**src/hw/rtl/sicv_pkg.sv**
```systemverilog
package sicv_pkg;

    localparam int LENGTH_BITS = 48;

    localparam logic [1:0] PH_IDLE   = 2'd0;
    localparam logic [1:0] PH_HEADER = 2'd1;
    localparam logic [1:0] PH_EXTRA  = 2'd2;
    localparam logic [1:0] PH_CHUNK  = 2'd3;

    localparam logic [2:0] ST_VALID     = 3'd0;
    localparam logic [2:0] ST_TRUNCATED = 3'd1;
    localparam logic [2:0] ST_BAD_MAGIC = 3'd2;
    localparam logic [2:0] ST_RANGE     = 3'd3;
    localparam logic [2:0] ST_CHUNK_BAD = 3'd4;

    localparam logic [31:0] SIMG_MAGIC = 32'hED26_FF3A;
    localparam logic [15:0] KIND_RAW   = 16'hCAC1;
    localparam logic [15:0] KIND_FILL  = 16'hCAC2;
    localparam logic [15:0] KIND_SKIP  = 16'hCAC3;
    localparam logic [15:0] KIND_CRC   = 16'hCAC4;

    localparam logic [31:0] HEADER_BYTES       = 32'd28;
    localparam logic [31:0] CHUNK_HEADER_BYTES = 32'd12;

    typedef struct packed {
        logic [2:0]             status;
        logic [LENGTH_BITS-1:0] image_length;
        logic [15:0]            ver_major;
        logic [15:0]            ver_minor;
        logic [31:0]            block_size;
        logic [31:0]            total_blocks;
        logic [31:0]            declared_chunks;
        logic [31:0]            raw_chunks;
        logic [31:0]            fill_chunks;
        logic [31:0]            skip_chunks;
        logic [31:0]            crc_chunks;
        logic [31:0]            hdr_checksum;
    } result_t;

    function automatic logic [LENGTH_BITS-1:0] sat_add(
        input logic [LENGTH_BITS-1:0] len,
        input logic [31:0]            amt
    );
        logic [LENGTH_BITS:0] sum;
        begin
            sum = {1'b0, len} + {{(LENGTH_BITS-31){1'b0}}, amt};
            if (sum[LENGTH_BITS])
            begin
                sat_add = {LENGTH_BITS{1'b1}};
            end
            else
            begin
                sat_add = sum[LENGTH_BITS-1:0];
            end
        end
    endfunction

endpackage

```
**src/hw/rtl/sicv_if.sv**
```systemverilog


interface sicv_out_if;
    logic                                valid;
    logic                                ready;
    logic [2:0]                          status;
    logic [sicv_pkg::LENGTH_BITS-1:0]    image_length;
    logic [15:0]                         ver_major;
    logic [15:0]                         ver_minor;
    logic [31:0]                         block_size;
    logic [31:0]                         total_blocks;
    logic [31:0]                         declared_chunks;
    logic [31:0]                         raw_chunks;
    logic [31:0]                         fill_chunks;
    logic [31:0]                         skip_chunks;
    logic [31:0]                         crc_chunks;
    logic [31:0]                         hdr_checksum;

    modport source (output valid, output status, output image_length, output ver_major,
                    output ver_minor, output block_size, output total_blocks,
                    output declared_chunks, output raw_chunks, output fill_chunks,
                    output skip_chunks, output crc_chunks, output hdr_checksum,
                    input ready);
    modport sink (input valid, input status, input image_length, input ver_major,
                  input ver_minor, input block_size, input total_blocks,
                  input declared_chunks, input raw_chunks, input fill_chunks,
                  input skip_chunks, input crc_chunks, input hdr_checksum,
                  output ready);
endinterface

```
**src/hw/rtl/sicv_queue.sv**
```systemverilog
module sicv_queue (
    input  logic                clk,
    input  logic                rst_n,
    input  logic                push,
    input  sicv_pkg::result_t   push_data,
    output logic                full,
    sicv_out_if.source          out_bus
);

    sicv_pkg::result_t entry_reg [2];
    logic       wr_ptr_reg;
    logic       rd_ptr_reg;
    logic [1:0] count_reg;
    logic       pop;
    sicv_pkg::result_t head;

    assign full = (count_reg == 2'd2);
    assign pop  = out_bus.valid && out_bus.ready;
    assign head = entry_reg[rd_ptr_reg];

    always_ff @(posedge clk)
    begin
        if (push)
        begin
            entry_reg[wr_ptr_reg] <= push_data;
        end
    end

    always_ff @(posedge clk or negedge rst_n)
    begin
        if (!rst_n)
        begin
            wr_ptr_reg <= 1'b0;
            rd_ptr_reg <= 1'b0;
            count_reg  <= 2'd0;
        end
        else
        begin
            if (push)
            begin
                wr_ptr_reg <= ~wr_ptr_reg;
            end
            if (pop)
            begin
                rd_ptr_reg <= ~rd_ptr_reg;
            end
            count_reg <= count_reg + {1'b0, push} - {1'b0, pop};
        end
    end

    assign out_bus.valid           = (count_reg != 2'd0);
    assign out_bus.status          = head.status;
    assign out_bus.image_length    = head.image_length;
    assign out_bus.ver_major       = head.ver_major;
    assign out_bus.ver_minor       = head.ver_minor;
    assign out_bus.block_size      = head.block_size;
    assign out_bus.total_blocks    = head.total_blocks;
    assign out_bus.declared_chunks = head.declared_chunks;
    assign out_bus.raw_chunks      = head.raw_chunks;
    assign out_bus.fill_chunks     = head.fill_chunks;
    assign out_bus.skip_chunks     = head.skip_chunks;
    assign out_bus.crc_chunks      = head.crc_chunks;
    assign out_bus.hdr_checksum    = head.hdr_checksum;

endmodule

```
**src/flat_wrapper.sv**
```systemverilog
// flat-port wrapper written by rule: the top's interface ports become plain ports
module sicv_queue_flat 
  (clk, rst_n, push, push_data, full, out_bus_valid, out_bus_status, out_bus_image_length, out_bus_ver_major, out_bus_ver_minor, out_bus_block_size, out_bus_total_blocks, out_bus_declared_chunks, out_bus_raw_chunks, out_bus_fill_chunks, out_bus_skip_chunks, out_bus_crc_chunks, out_bus_hdr_checksum, out_bus_ready);
  sicv_out_if out_bus_i ();
  input  logic clk;
  input  logic rst_n;
  input  logic push;
  input  sicv_pkg::result_t push_data;
  output logic full;
  output wire logic [$bits(out_bus_i.valid)-1:0] out_bus_valid;
  output wire logic [$bits(out_bus_i.status)-1:0] out_bus_status;
  output wire logic [$bits(out_bus_i.image_length)-1:0] out_bus_image_length;
  output wire logic [$bits(out_bus_i.ver_major)-1:0] out_bus_ver_major;
  output wire logic [$bits(out_bus_i.ver_minor)-1:0] out_bus_ver_minor;
  output wire logic [$bits(out_bus_i.block_size)-1:0] out_bus_block_size;
  output wire logic [$bits(out_bus_i.total_blocks)-1:0] out_bus_total_blocks;
  output wire logic [$bits(out_bus_i.declared_chunks)-1:0] out_bus_declared_chunks;
  output wire logic [$bits(out_bus_i.raw_chunks)-1:0] out_bus_raw_chunks;
  output wire logic [$bits(out_bus_i.fill_chunks)-1:0] out_bus_fill_chunks;
  output wire logic [$bits(out_bus_i.skip_chunks)-1:0] out_bus_skip_chunks;
  output wire logic [$bits(out_bus_i.crc_chunks)-1:0] out_bus_crc_chunks;
  output wire logic [$bits(out_bus_i.hdr_checksum)-1:0] out_bus_hdr_checksum;
  input wire logic [$bits(out_bus_i.ready)-1:0] out_bus_ready;
  assign out_bus_valid = out_bus_i.valid;
  assign out_bus_status = out_bus_i.status;
  assign out_bus_image_length = out_bus_i.image_length;
  assign out_bus_ver_major = out_bus_i.ver_major;
  assign out_bus_ver_minor = out_bus_i.ver_minor;
  assign out_bus_block_size = out_bus_i.block_size;
  assign out_bus_total_blocks = out_bus_i.total_blocks;
  assign out_bus_declared_chunks = out_bus_i.declared_chunks;
  assign out_bus_raw_chunks = out_bus_i.raw_chunks;
  assign out_bus_fill_chunks = out_bus_i.fill_chunks;
  assign out_bus_skip_chunks = out_bus_i.skip_chunks;
  assign out_bus_crc_chunks = out_bus_i.crc_chunks;
  assign out_bus_hdr_checksum = out_bus_i.hdr_checksum;
  assign out_bus_i.ready = out_bus_ready;
  sicv_queue u_core (.clk(clk), .rst_n(rst_n), .push(push), .push_data(push_data), .full(full), .out_bus(out_bus_i));
endmodule
```
**config.mk**
```make
export PLATFORM = sky130hd
export DESIGN_NAME = sicv_queue_flat
export DESIGN_NICKNAME = d
export VERILOG_FILES = /design/src/hw/rtl/sicv_pkg.sv /design/src/hw/rtl/sicv_if.sv /design/src/hw/rtl/sicv_queue.sv /design/src/flat_wrapper.sv
export SDC_FILE = /design/constraint.sdc
export NUM_CORES = 1
export LEC_CHECK = 0
export ABC_AREA = 1
export BUFFER_PORTS_ARGS = -buffer_cell sky130_fd_sc_hd__buf_2
export CAP_MARGIN = 10
export CORE_AREA = 2 2 269 271
export DETAILED_ROUTE_END_ITERATION = 7
export DIE_AREA = 0 0 271 273
export PLACE_DENSITY = 0.62
export SYNTH_ARGS = -nofsm -noshare
export SYNTH_HDL_FRONTEND = slang
export SYNTH_SLANG_ARGS = --single-unit
```
**constraint.sdc**
```tcl
create_clock -name clk -period 18.9 [get_ports clk]
set_clock_uncertainty 0.2 [all_clocks]
set_input_delay 0.945 -clock clk [delete_from_list [all_inputs] [get_ports clk]]
set_output_delay 0.945 -clock clk [all_outputs]
set_load 0.01 [all_outputs]
```
Word-level counts from Yosys, hierarchy flattened
Memory sizes are Yosys's and may differ from the RTL's.
Index checks and enable logic that the tools add are counted.
{"block": "op_classes", "addsub": 2, "eq_ne": 1, "muxes": 2, "bitwise_logic": 2, "reduce_logical": 2}
{"op": "adder 2 x 1 -> 2 bit", "n": 1}
{"op": "equality test 2 bit, second input constant", "n": 1}
{"op": "two-way mux 1 bit", "n": 2}
{"op": "inverter 1 bit", "n": 2}
{"op": "nonzero test 2 bit", "n": 1}
{"op": "subtractor 2 x 1 -> 2 bit", "n": 1}
{"op": "logical AND 1 bit", "n": 1}
{"block": "totals", "reg_bits": 4, "mem_bits_rw": 678, "input_bits": 343, "output_inout_bits": 341, "word_cells": 13, "memories": 1}
{"memory": "u_core.entry_reg", "words": 2, "width": 339, "read_ports": 1, "rd_ports_with_merged_regs": 0, "wr": 1, "line": "sicv_queue.sv:10", "source": "sicv_pkg::result_t entry_reg [2];"}

Longest topological paths before layout
Gate-level depths: netlist of the first run.
{"block": "depth", "word_depth": 3, "ltp_mapped": 10, "depth_no_buf": 10}

Worst setup path before layout of the first run
OpenSTA, ideal clock, no wires.
{"block": "synth_path", "path_type": "input to register", "startpoint": "input port push", "endpoint": "memory u_core.entry_reg[0][0] in the netlist's numbering (enable)", "arrival_ps": 15141, "path_slack_ps": 2502, "cell_stages": 2, "path_buffers": 0, "cell_sequence": "inv_1 -> nor2_1"}
{"block": "synth_via", "elab_chain_len": 2}
{"item": "start: declaration", "line": "flat_wrapper.sv:7", "source": "input logic push;"}
{"item": "two-way mux 1 bit", "line": "sicv_queue.sv:23", "source": "if (push)"}
{"item": "two-way mux 1 bit (not written as such)", "line": "sicv_queue.sv:25", "source": "entry_reg[wr_ptr_reg] <= push_data;"}
{"item": "end: declaration", "line": "sicv_queue.sv:10"}
No other way between the ends.

Worst setup path after layout of the first run
{"block": "layout_path", "startpoint": "register u_core.rd_ptr_reg", "endpoint": "output port out_bus_block_size[25]"}
{"block": "layout_via", "elab_chain_len": 1}
{"item": "start: declaration", "line": "sicv_queue.sv:12", "source": "logic rd_ptr_reg;"}
{"item": "start signal: assignment", "line": "sicv_queue.sv:45", "source": "rd_ptr_reg <= ~rd_ptr_reg;"}
{"item": "memory (2 x 339 bit)"}
{"item": "end: declaration", "line": "flat_wrapper.sv:15", "source": "output wire logic [$bits(out_bus_i.block_size)-1:0] out_bus_block_size;"}
No other way between the ends.

==> impl_metrics.csv, run 1 <==
group,metric,value,unit
sta,rsz0062_at_grt,"no",
placed_design,hpwl,40.97,mm
pwr,intPower,3.269,mW
placed_design,gp_congestion,0.8886,
sta,period_needed,5560,ps
synthesis,yosys.cell_types.count,14,
layout,postLayoutCoreUtil,0.4442,
global_routing,grt_pass1_vias,15870,
pwr,p_sw_frac,0.3404,
worst_hold_path,whs_path_depth,1,
clocking,hold_buffers,1,
global_routing,antenna_found_initial,26,
floorplan,die_x,271,um
floorplan,coreArea,0.07100,mm2
sta,fmax,179.9,MHz
layout,largest_reg_flops,678,
clocking,clk_pin_slew_worst_paths,60,ps
detailed_routing,wire_per_inst,17.72,um
pwr,p_sw,1.687,mW
worst_setup_path,crit_path_end_kind,"output pin",
worst_setup_path,reg2reg_from,"u_core.wr_ptr_reg",
layout,fillCellCount,6421,
layout,multi_input_area,0.003914,mm2
pwr,pwr-share-comb,0.298,
layout,drive_gt1_frac,0.3122,
flow_run,max_cap_violations,0,
clocking,htreeDepth,3,
clocking,clock-sinks,682,
sta,worstMarginPinSlew,1244,ps
placed_design,port_buffers,683,
synthesis,yosysSeqAreaShare,0.8199,
detailed_routing,viasPerCell,4.475,
worst_setup_path,critPathMaxFanout,152,
synthesis,synth_nets,2145,
worst_hold_path,hold_path_class,"primary input to flop",
detailed_routing,dr.pass1.iters,5,
floorplan,start_util,0.3515,
global_routing,grt_max_degree,209,
sta,report.final.slew_viol_count,0,
clocking,tritoncts,"yes",
worst_hold_path,whs_endpoint,"u_core.entry_reg[1][326]",
clocking,cts_resized,0,
layout,nets,2840,
detailed_routing,final_antenna_net_count,0,
floorplan,boundaryPins,684,
worst_setup_path,rrSetupSlack,14890,ps
detailed_routing,vias,15760,
global_routing,overflow,0,
run_status,outcome,"finished, final reports clean",
worst_hold_path,min-delay-start,"push_data[326]",
worst_setup_path,path_class,"flop to output pin",
worst_setup_path,worst-r2r-cell-count,4,
clocking,cts-buffers-inserted,72,
pwr,seqPwrFrac,0.421,
clocking,cts-root-buf,"clkbuf_16",
synthesis,synth.avg_cell_area,13.86,um2
detailed_routing,totalWireLength,62.38,mm
sta,finalHoldViolations,0,
global_routing,grt_first_pass_wirelength,92.15,mm
synthesis,ys.warnings.count,0,
worst_setup_path,cp_data_required_time,17750,ps
worst_setup_path,crit_arrival,4410,ps
detailed_routing,drtIter0Drc,986,
sta,post-route-period-util,0.2942,
pwr,worst_ir_drop_vdd,104.4,uV
pwr,clockPowerShare,0.281,
clocking,clkLatencyLatePin,610,ps
detailed_routing,drc,0,
sta,slew_headroom,0.1707,
pwr,p_per_area,157.1,mW/mm2
floorplan,dieHeight,273,um
synthesis,synth_cells,1800,
layout,final-seq-area,0.02046,mm2
clocking,post-cts-setup-buffers,0,
sta,fin_tns_setup,0,ps
layout,area_growth,26.37,%
synthesis,synth_area,0.02496,mm2
synthesis,synth-seq-cells,682,
global_routing,grt_util_all_layers,0.1628,
pwr,leakagePower,13.44,nW
sta,finalSetupViolCount,0,
floorplan,row_count,98,
floorplan,fp.dieArea,0.07398,mm2
worst_setup_path,start_kind,"flop",
worst_setup_path,r2r-end,"u_core.entry_reg[0][122]",
clocking,clockBufferDepth,3,
power groups by stage:
| stage | logic (mW) | registers (mW) | clock network, mW |
|---|---|---|---|
| 3_3_place_gp | 1.49 | 2.11 | 0 |
| 2_1_floorplan | 0.892 | 2.23 | 0 |
| 4_1_cts | 1.51 | 2.09 | 1.43 |
| 6_report | 1.48 | 2.09 | 1.39 |
| 3_5_place_dp | 1.50 | 2.12 | 0 |
| 5_1_grt | 1.64 | 2.11 | 1.49 |
cell families (layout without fill, tap and decap cells):
| group | count (synthesis) | in the layout | share of synthesized area |
|---|---|---|---|
| flops | 682 | 682 | 0.8199 |
| xor+xnor | 1 | 1 | 0.0003510 |
| fa+ha+maj | 2 | 2 | 0.001003 |
| other cells | 0 | 21 | 0 |
| buf+inv | 84 | 834 | 0.02361 |
| simple gates | 1031 | 1031 | 0.1552 |
worst max-delay path, stage by stage (launching register included):
cell and delay [ps]:
dfrtp_4 690, clkinv_8 430, buf_4 870, buf_4 930, nand2_1 130, nand2_1 140, buf_2 140
cells in the mapped netlist (all sizes together):
library cell,instances,area (um2)
nand2,1027,3855
edfxtp,678,20360
buf,71,538.0
inv,9,36.29
clkbuf,4,15.01
dfrtp,4,100.1
ha,2,25.02
nand3,2,10.01
nor2,2,7.510
xor2,1,8.760
cell usage in the layout, fill, tap and decap left out, drive strengths merged:
cell type and count:
diode 21, nand2 1027, buf 695, dlygate4sd3 1, nor2 2, edfxtp 678, xor2 1, inv 12
clkinvlp 2, nand3 2, clkbuf 88, dfrtp 4, clkinv 29, ha 2, bufinv 7
how the worst max path moves through the flow:
stage / from / end / slack, ps / cells past startpoint
after floorplan: push / u_core.entry_reg[0][0] / 2500 / 2
after global placement: u_core.rd_ptr_reg / out_bus_crc_chunks[5] / 14020 / 6
after detailed placement: u_core.rd_ptr_reg / out_bus_block_size[25] / 13990 / 6
after CTS: u_core.rd_ptr_reg / out_bus_block_size[25] / 13290 / 6
after global routing: u_core.rd_ptr_reg / out_bus_image_length[18] / 13080 / 6
final: u_core.rd_ptr_reg / out_bus_block_size[25] / 13340 / 6
metal layers:
metal,wire [um],track usage,share of wire,vias to the layer above
met4,2154,0.07662,0.035,8
met3,4968,0.04613,0.080,137
met1,23130,0.1856,0.37,7496
met2,32080,0.2829,0.51,606
li1,-,-,-,7510
met5,47,0,0.00075,-
stage by stage:
stage | total power [mW] | cells | instance area, um2 | hold slack, ps | setup slack (ps)
global placement | 3.602 | 3370 | 29140 | 332.7 | 14020
floorplan | 3.122 | 1800 | 24960 | 263.4 | 2502
detailed placement | 3.624 | 3370 | 29140 | 348.4 | 13990
global route | 5.236 | 3518 | 31530 | 266.5 | 13080
finish | 4.956 | 3521 | 31540 | 314.2 | 13340
CTS | 5.033 | 3500 | 31480 | 253.7 | 13290
layout make-up:
type                    instances  share of cell area
repair buffers                696              0.1120
flip-flops and latches        682              0.6489
clock inverters                41             0.01496
well taps                     950             0.03769
diodes                         21            0.001666
inverters                       9            0.001706
multi-input cells            1034              0.1241
clock buffers                  88             0.05904
Note: power is estimated with default switching activity, not from simulation.
==> inputs of run 2 (changes only) <==
--- a/config.mk
+++ b/config.mk
@@ -5,13 +5,13 @@
 export SDC_FILE = /design/constraint.sdc
 export NUM_CORES = 1
 export LEC_CHECK = 0
-export ABC_AREA = 1
+export ABC_AREA = 0
 export BUFFER_PORTS_ARGS = -buffer_cell sky130_fd_sc_hd__buf_2
 export CAP_MARGIN = 10
-export CORE_AREA = 2 2 269 271
+export CORE_AREA = 2 2 267 269
 export DETAILED_ROUTE_END_ITERATION = 7
-export DIE_AREA = 0 0 271 273
-export PLACE_DENSITY = 0.62
+export DIE_AREA = 0 0 269 271
+export PLACE_DENSITY = 0.67
 export SYNTH_ARGS = -nofsm -noshare
 export SYNTH_HDL_FRONTEND = slang
 export SYNTH_SLANG_ARGS = --single-unit
==> constraint.sdc (replaced) <==
create_clock -name clk -period 5.1 [get_ports clk]
set_clock_uncertainty 0.2 [all_clocks]
set_input_delay 0.255 -clock clk [delete_from_list [all_inputs] [get_ports clk]]
set_output_delay 0.255 -clock clk [all_outputs]
set_load 0.01 [all_outputs]
==> impl_metrics.csv, run 2 <==
group,metric,value,unit
run_status,outcome,"finished, final reports clean",
clocking,post-cts-setup-buffers,0,
worst_setup_path,crit_path_end_kind,"output pin",
worst_setup_path,path_class,"flop to output pin",
global_routing,overflow,0,
placed_design,dp_cells,2685,
detailed_routing,drtIter0Drc,886,
worst_setup_path,r2r-end,"u_core.entry_reg[1][162]",
sta,finalSetupViolCount,0,
floorplan,die_x,269,um
sta,post-route-period-util,0.6532,
worst_hold_path,whs_endpoint,"u_core.entry_reg[1][282]",
synthesis,synth_area,0.02620,mm2
synthesis,synth_nets,1417,
sta,slew_headroom,0.2808,
synthesis,netlist.area_leader.share,0.7772,
clocking,cts-root-buf,"clkbuf_16",
synthesis,async_flop_share,0.005865,
layout,layout_commonest_cell,"buf_2",
sta,hold_slack,170.0,ps
global_routing,antenna_found_initial,3,
detailed_routing,dr.pass1.iters,4,
synthesis,yosysSeqAreaShare,0.7810,
pwr,seqPwrFrac,0.408,
layout,nets,2507,
flow_run,max_cap_violations,0,
layout,postLayoutCoreUtil,0.5197,
synthesis,synth_edf_count,678,
layout,area_growth,38.46,%
pwr,p_sw_frac,0.2912,
synthesis,yosys.cell_types.count,15,
sta,worstMarginPinSlew,1079,ps
pwr,leakagePower,14.55,nW
detailed_routing,vias,14300,
layout,stdcell_count,3164,
global_routing,grt_util_all_layers,0.1649,
synthesis,synthTopCellsByCount,"edfxtp_1 (678), mux2_4 (300), mux2_2 (39)",
detailed_routing,final_antenna_net_count,0,
worst_setup_path,start_kind,"flop",
synthesis,synth_cells,1072,
clocking,clock-sinks,682,
floorplan,row_count,97,
worst_setup_path,worst-r2r-cell-count,2,
sta,finalHoldViolations,0,
synthesis,synth_area_leaders,"edfxtp_1 (78%), mux2_4 (17%), buf_12 (2.5%)",
sta,period_needed,3331,ps
sta,report.final.slew_viol_count,0,
worst_setup_path,rrSetupSlack,2620,ps
synthesis,ys.warnings.count,0,
global_routing,grt_pass1_vias,15600,
worst_hold_path,min-delay-start,"push_data[282]",
worst_setup_path,reg2reg_from,"u_core.wr_ptr_reg",
global_routing,met1_usage,0.1784,
placed_design,place_ws,2324,ps
clocking,clkLatencyLatePin,610,ps
detailed_routing,drc,0,
synthesis,synth-seq-cells,682,
pwr,p_per_area,528.7,mW/mm2
global_routing,grt_first_pass_wirelength,90.47,mm
pwr,clockPowerShare,0.276,
detailed_routing,wire_per_inst,19.86,um
synthesis,post-synth-top-count-cell,"edfxtp_1",
worst_setup_path,critPathMaxFanout,73,
floorplan,start_util,0.3754,
global_routing,grtUsageMet2,0.2977,
sta,rsz0062_at_grt,"no",
placed_design,gp_congestion,0.7968,
global_routing,busiest_layer,"met2",
floorplan,coreArea,0.06979,mm2
clocking,htreeDepth,3,
sta,fmax,300.2,MHz
global_routing,grt_use_met3,0.04687,
sta,setup_slack,1769,ps
clocking,clk_pin_slew_worst_paths,60,ps
synthesis,synth_top_flop_cell,"edfxtp_1",
synthesis,post-synth-top-area-cell,"edfxtp_1",
detailed_routing,totalWireLength,62.83,mm
placed_design,placed_area,0.03040,mm2
floorplan,dieHeight,271,um
pwr,pwr-share-comb,0.316,
global_routing,grt_max_degree,124,
floorplan,fp.dieArea,0.07290,mm2
clocking,tritoncts,"yes",
detailed_routing,viasPerCell,4.519,
pwr,p_sw,5.584,mW
worst_hold_path,whs_path_depth,2,
synthesis,synth.avg_cell_area,24.44,um2
layout,final_area,0.03627,mm2
worst_setup_path,crit_arrival,2880,ps
layout,drive_gt1_frac,0.5218,
pwr,p_total,19.17,mW
clocking,clockBufferDepth,3,
sta,fin_tns_setup,0,ps
pwr,intPower,13.59,mW
worst_setup_path,cp_data_required_time,4640,ps
worst_hold_path,hold_path_class,"primary input to flop",
placed_design,hpwl,40.92,mm
floorplan,boundaryPins,684,
layout,final_cell_mix,"buf_2 (683), edfxtp_1 (678), dlygate4sd3_1 (343)",
clocking,cts-buffers-inserted,72,
placed_design,port_buffers,683,
layout,largest_reg_flops,678,
pwr,worst_ir_drop_vdd,347.5,uV
-- run 2: worst max-delay path by stage --
stage / start / end / slack, ps
final: u_core.rd_ptr_reg / out_bus_total_blocks[12] / 1770
after global routing: u_core.rd_ptr_reg / out_bus_image_length[15] / 1630
after CTS: u_core.rd_ptr_reg / out_bus_image_length[15] / 1670
after detailed placement: u_core.rd_ptr_reg / out_bus_image_length[15] / 2320
after global placement: u_core.rd_ptr_reg / out_bus_image_length[15] / 2340
after floorplan: u_core.wr_ptr_reg / u_core.entry_reg[0][0] / -980
-- run 2: per-layer routing --
metal	routed length, um	up-vias
li1	-	6484
met1	23290	7165
met2	32990	525
met3	4454	123
met4	2092	0
met5	0	-
-- run 2: cell type report --
type	instances	area, um2
flip-flops and latches	682	20460
repair buffers	1054	7137
inverters	2	7.507
diodes	3	7.507
well taps	940	1176
clock buffers	83	1864
fillers	5480	33520
clock inverters	50	568.0
multi-input cells	350	5046
-- run 2: kinds of logic after synthesis --
group,Yosys count,synth area share
xor+xnor,4,0.001338
simple gates,4,0.0009555
fa+ha+maj,2,0.0009551
mux,339,0.1887
compound gates,1,0.0002867
buf+inv,40,0.02670
flops,682,0.7810
-- run 2: power groups by stage --
stage / logic (mW) / clock network (mW) / registers (mW)
2_1_floorplan: 4.35 / 0 / 7.92
3_3_place_gp: 5.84 / 0 / 7.88
4_1_cts: 6.12 / 5.42 / 7.82
6_report: 6.06 / 5.30 / 7.82
5_1_grt: 6.42 / 5.65 / 7.91
3_5_place_dp: 5.87 / 0 / 7.94
-- run 2: critical path, stage by stage (launching register included) --
cell	delay, ps
dfrtp_4	1080
buf_12	490
mux2_4	370
buf_2	150
-- run 2: timing repair --
action	4_1_cts	5_1_grt
endpoints found under the hold margin	686	0
hold buffers	343	0
gates resized for setup	0	0
==> inputs of run 3 (changes only) <==
--- a/config.mk
+++ b/config.mk
@@ -5,13 +5,13 @@
 export SDC_FILE = /design/constraint.sdc
 export NUM_CORES = 1
 export LEC_CHECK = 0
-export ABC_AREA = 0
+export ABC_AREA = 1
 export BUFFER_PORTS_ARGS = -buffer_cell sky130_fd_sc_hd__buf_2
 export CAP_MARGIN = 10
-export CORE_AREA = 2 2 267 269
+export CORE_AREA = 2 2 269 271
 export DETAILED_ROUTE_END_ITERATION = 7
-export DIE_AREA = 0 0 269 271
-export PLACE_DENSITY = 0.67
+export DIE_AREA = 0 0 271 273
+export PLACE_DENSITY = 0.62
 export SYNTH_ARGS = -nofsm -noshare
 export SYNTH_HDL_FRONTEND = slang
 export SYNTH_SLANG_ARGS = --single-unit
==> constraint.sdc (replaced) <==
create_clock -name clk -period 3.25 [get_ports clk]
set_clock_uncertainty 0.2 [all_clocks]
set_input_delay 0.1625 -clock clk [delete_from_list [all_inputs] [get_ports clk]]
set_output_delay 0.1625 -clock clk [all_outputs]
set_load 0.01 [all_outputs]
==> impl_metrics.csv, run 3 (same netlist as run 1, synthesis figures left out) <==
group,metric,value,unit
placed_design,gp_congestion,0.8754,
layout,area_growth,41.07,%
floorplan,fp.dieArea,0.07398,mm2
pwr,worst_ir_drop_vdd,836.8,uV
worst_setup_path,r2r-end,"u_core.entry_reg[0][114]",
sta,rsz0062_at_grt,"no",
layout,largest_reg_flops,678,
worst_setup_path,rrSetupSlack,1170,ps
placed_design,hpwl,43.62,mm
global_routing,antenna_found_initial,12,
run_status,outcome,"finished, final reports clean",
worst_setup_path,start_kind,"flop",
floorplan,die_x,271,um
global_routing,grt_pass1_vias,17890,
sta,period_needed,2892,ps
detailed_routing,totalWireLength,67.80,mm
clocking,clk_pin_slew_worst_paths,60,ps
detailed_routing,viasPerCell,4.537,
clocking,cts-buffers-inserted,74,
pwr,p_total,29.52,mW
global_routing,grt_max_degree,214,
worst_setup_path,worst-r2r-cell-count,3,
sta,slew_headroom,0.08429,
pwr,p_per_area,838.4,mW/mm2
sta,setup_slack,358.0,ps
worst_setup_path,crit_start,"u_core.rd_ptr_reg",
worst_setup_path,crit_arrival,2530,ps
layout,final-seq-area,0.02046,mm2
placed_design,place_ws,1131,ps
detailed_routing,drc,0,
clocking,htreeDepth,3,
clocking,clockBufferDepth,3,
clocking,tritoncts,"yes",
layout,final_cell_mix,"nand2_1 (1026), buf_2 (683), edfxtp_1 (678)",
worst_setup_path,path_class,"flop to output pin",
layout,nets,3203,
worst_setup_path,cp_data_required_time,2890,ps
clocking,cts-root-buf,"clkbuf_16",
clocking,clock-sinks,682,
layout,stdcell_count,3867,
detailed_routing,vias,17540,
sta,hold_slack,72.84,ps
global_routing,grt_first_pass_wirelength,100.5,mm
floorplan,boundaryPins,684,
placed_design,port_buffers,683,
worst_setup_path,endpoint,"out_bus_total_blocks[9]",
flow_run,max_cap_violations,0,
global_routing,overflow,0,
sta,worstMarginPinSlew,1374,ps
worst_setup_path,critPathMaxFanout,213,
detailed_routing,drtIter0Drc,1143,
detailed_routing,final_antenna_net_count,0,
sta,report.final.slew_viol_count,0,
sta,fmax,345.8,MHz
clocking,post-cts-setup-buffers,0,
pwr,leakagePower,15.01,nW
clocking,clkLatencyLatePin,610,ps
sta,finalHoldViolations,0,
floorplan,start_util,0.3515,
floorplan,coreArea,0.07100,mm2
layout,drive_gt1_frac,0.2809,
floorplan,dieHeight,273,um
global_routing,grt_util_all_layers,0.1755,
layout,multi_input_area,0.003916,mm2
sta,finalSetupViolCount,0,
detailed_routing,dr.pass1.iters,5,
worst_hold_path,hold_path_class,"primary input to flop",
worst_setup_path,crit_path_end_kind,"output pin",
detailed_routing,wire_per_inst,17.53,um
worst_setup_path,reg2reg_from,"u_core.wr_ptr_reg",
placed_design,dp_cells,3389,
layout,layout_commonest_cell,"nand2_1",
layout,fillCellCount,5985,
sta,post-route-period-util,0.8898,
floorplan,row_count,98,
==> run 3: changes by cell type in the layout (fill, tap and decap cells not counted), moves of 3 or more <==
cell	before	now
buf_12	6	12
buf_4	22	19
bufinv_16	9	4
clkbuf_1	10	16
clkbuf_16	73	76
clkinv_1	18	15
inv_1	2	7
mux2_2	39	0
mux2_4	300	0
nand2_1	0	1026
==> run 3: layer usage <==
metal	global-route usage	wire length (um)
met1	0.1969	24630
met2	0.3167	35890
met3	0.04235	4783
met4	0.07749	2465
met5	0	27
==> run 3: timing repair <==
action,4_1_cts,5_1_grt
gates resized for setup,0,0
endpoints found under the setup margin,0,0
endpoints found under the hold margin,693,0
hold buffers,343,0
==> run 3: per-stage QoR <==
stage          cell area [um2]  setup TNS (ps)  utilization
2_1_floorplan            24970        -1950580            -
3_3_place_gp             29420               0       0.4144
3_5_place_dp             29420               0       0.4144
4_1_cts                  35190               0       0.4957
5_1_grt                  35200               0       0.4959
6_report                 35200               0       0.4959
==> run 3: power by group <==
part / switching [mW] / total [mW] / leakage (nW) / internal (mW)
sequential: 0.397 / 12.1 / 6.41 / 11.7
clock: 3.42 / 8.06 / 1.14 / 4.64
combinational: 6.31 / 9.40 / 7.47 / 3.09
==> run 3: critical path, cell delays in order (launching register included) <==
cell and delay [ps]:
dfrtp_4 490, buf_12 460, nand2_1 150, nand2_1 150, buf_2 140
==> run 3: how the worst min path moves through the flow <==
stage,depth (start not counted),startpoint,end
2_1_floorplan,0,rst_n,u_core.count_reg[0]
3_5_place_dp,1,rst_n,u_core.count_reg[0]
4_1_cts,2,push_data[127],u_core.entry_reg[1][127]
6_report,2,push_data[77],u_core.entry_reg[1][77]
3_3_place_gp,1,rst_n,u_core.count_reg[1]
5_1_grt,2,push_data[270],u_core.entry_reg[0][270]
==> run 3: cell type report <==
class,count,area share
Tap cell,950,0.03376
Clock buffer,92,0.05573
Inverter,9,0.001422
Clock inverter,38,0.01070
Antenna cell,5,0.0003554
Timing Repair Buffer,1057,0.2055
Sequential cell,682,0.5813
Multi-Input combinational cell,1034,0.1112
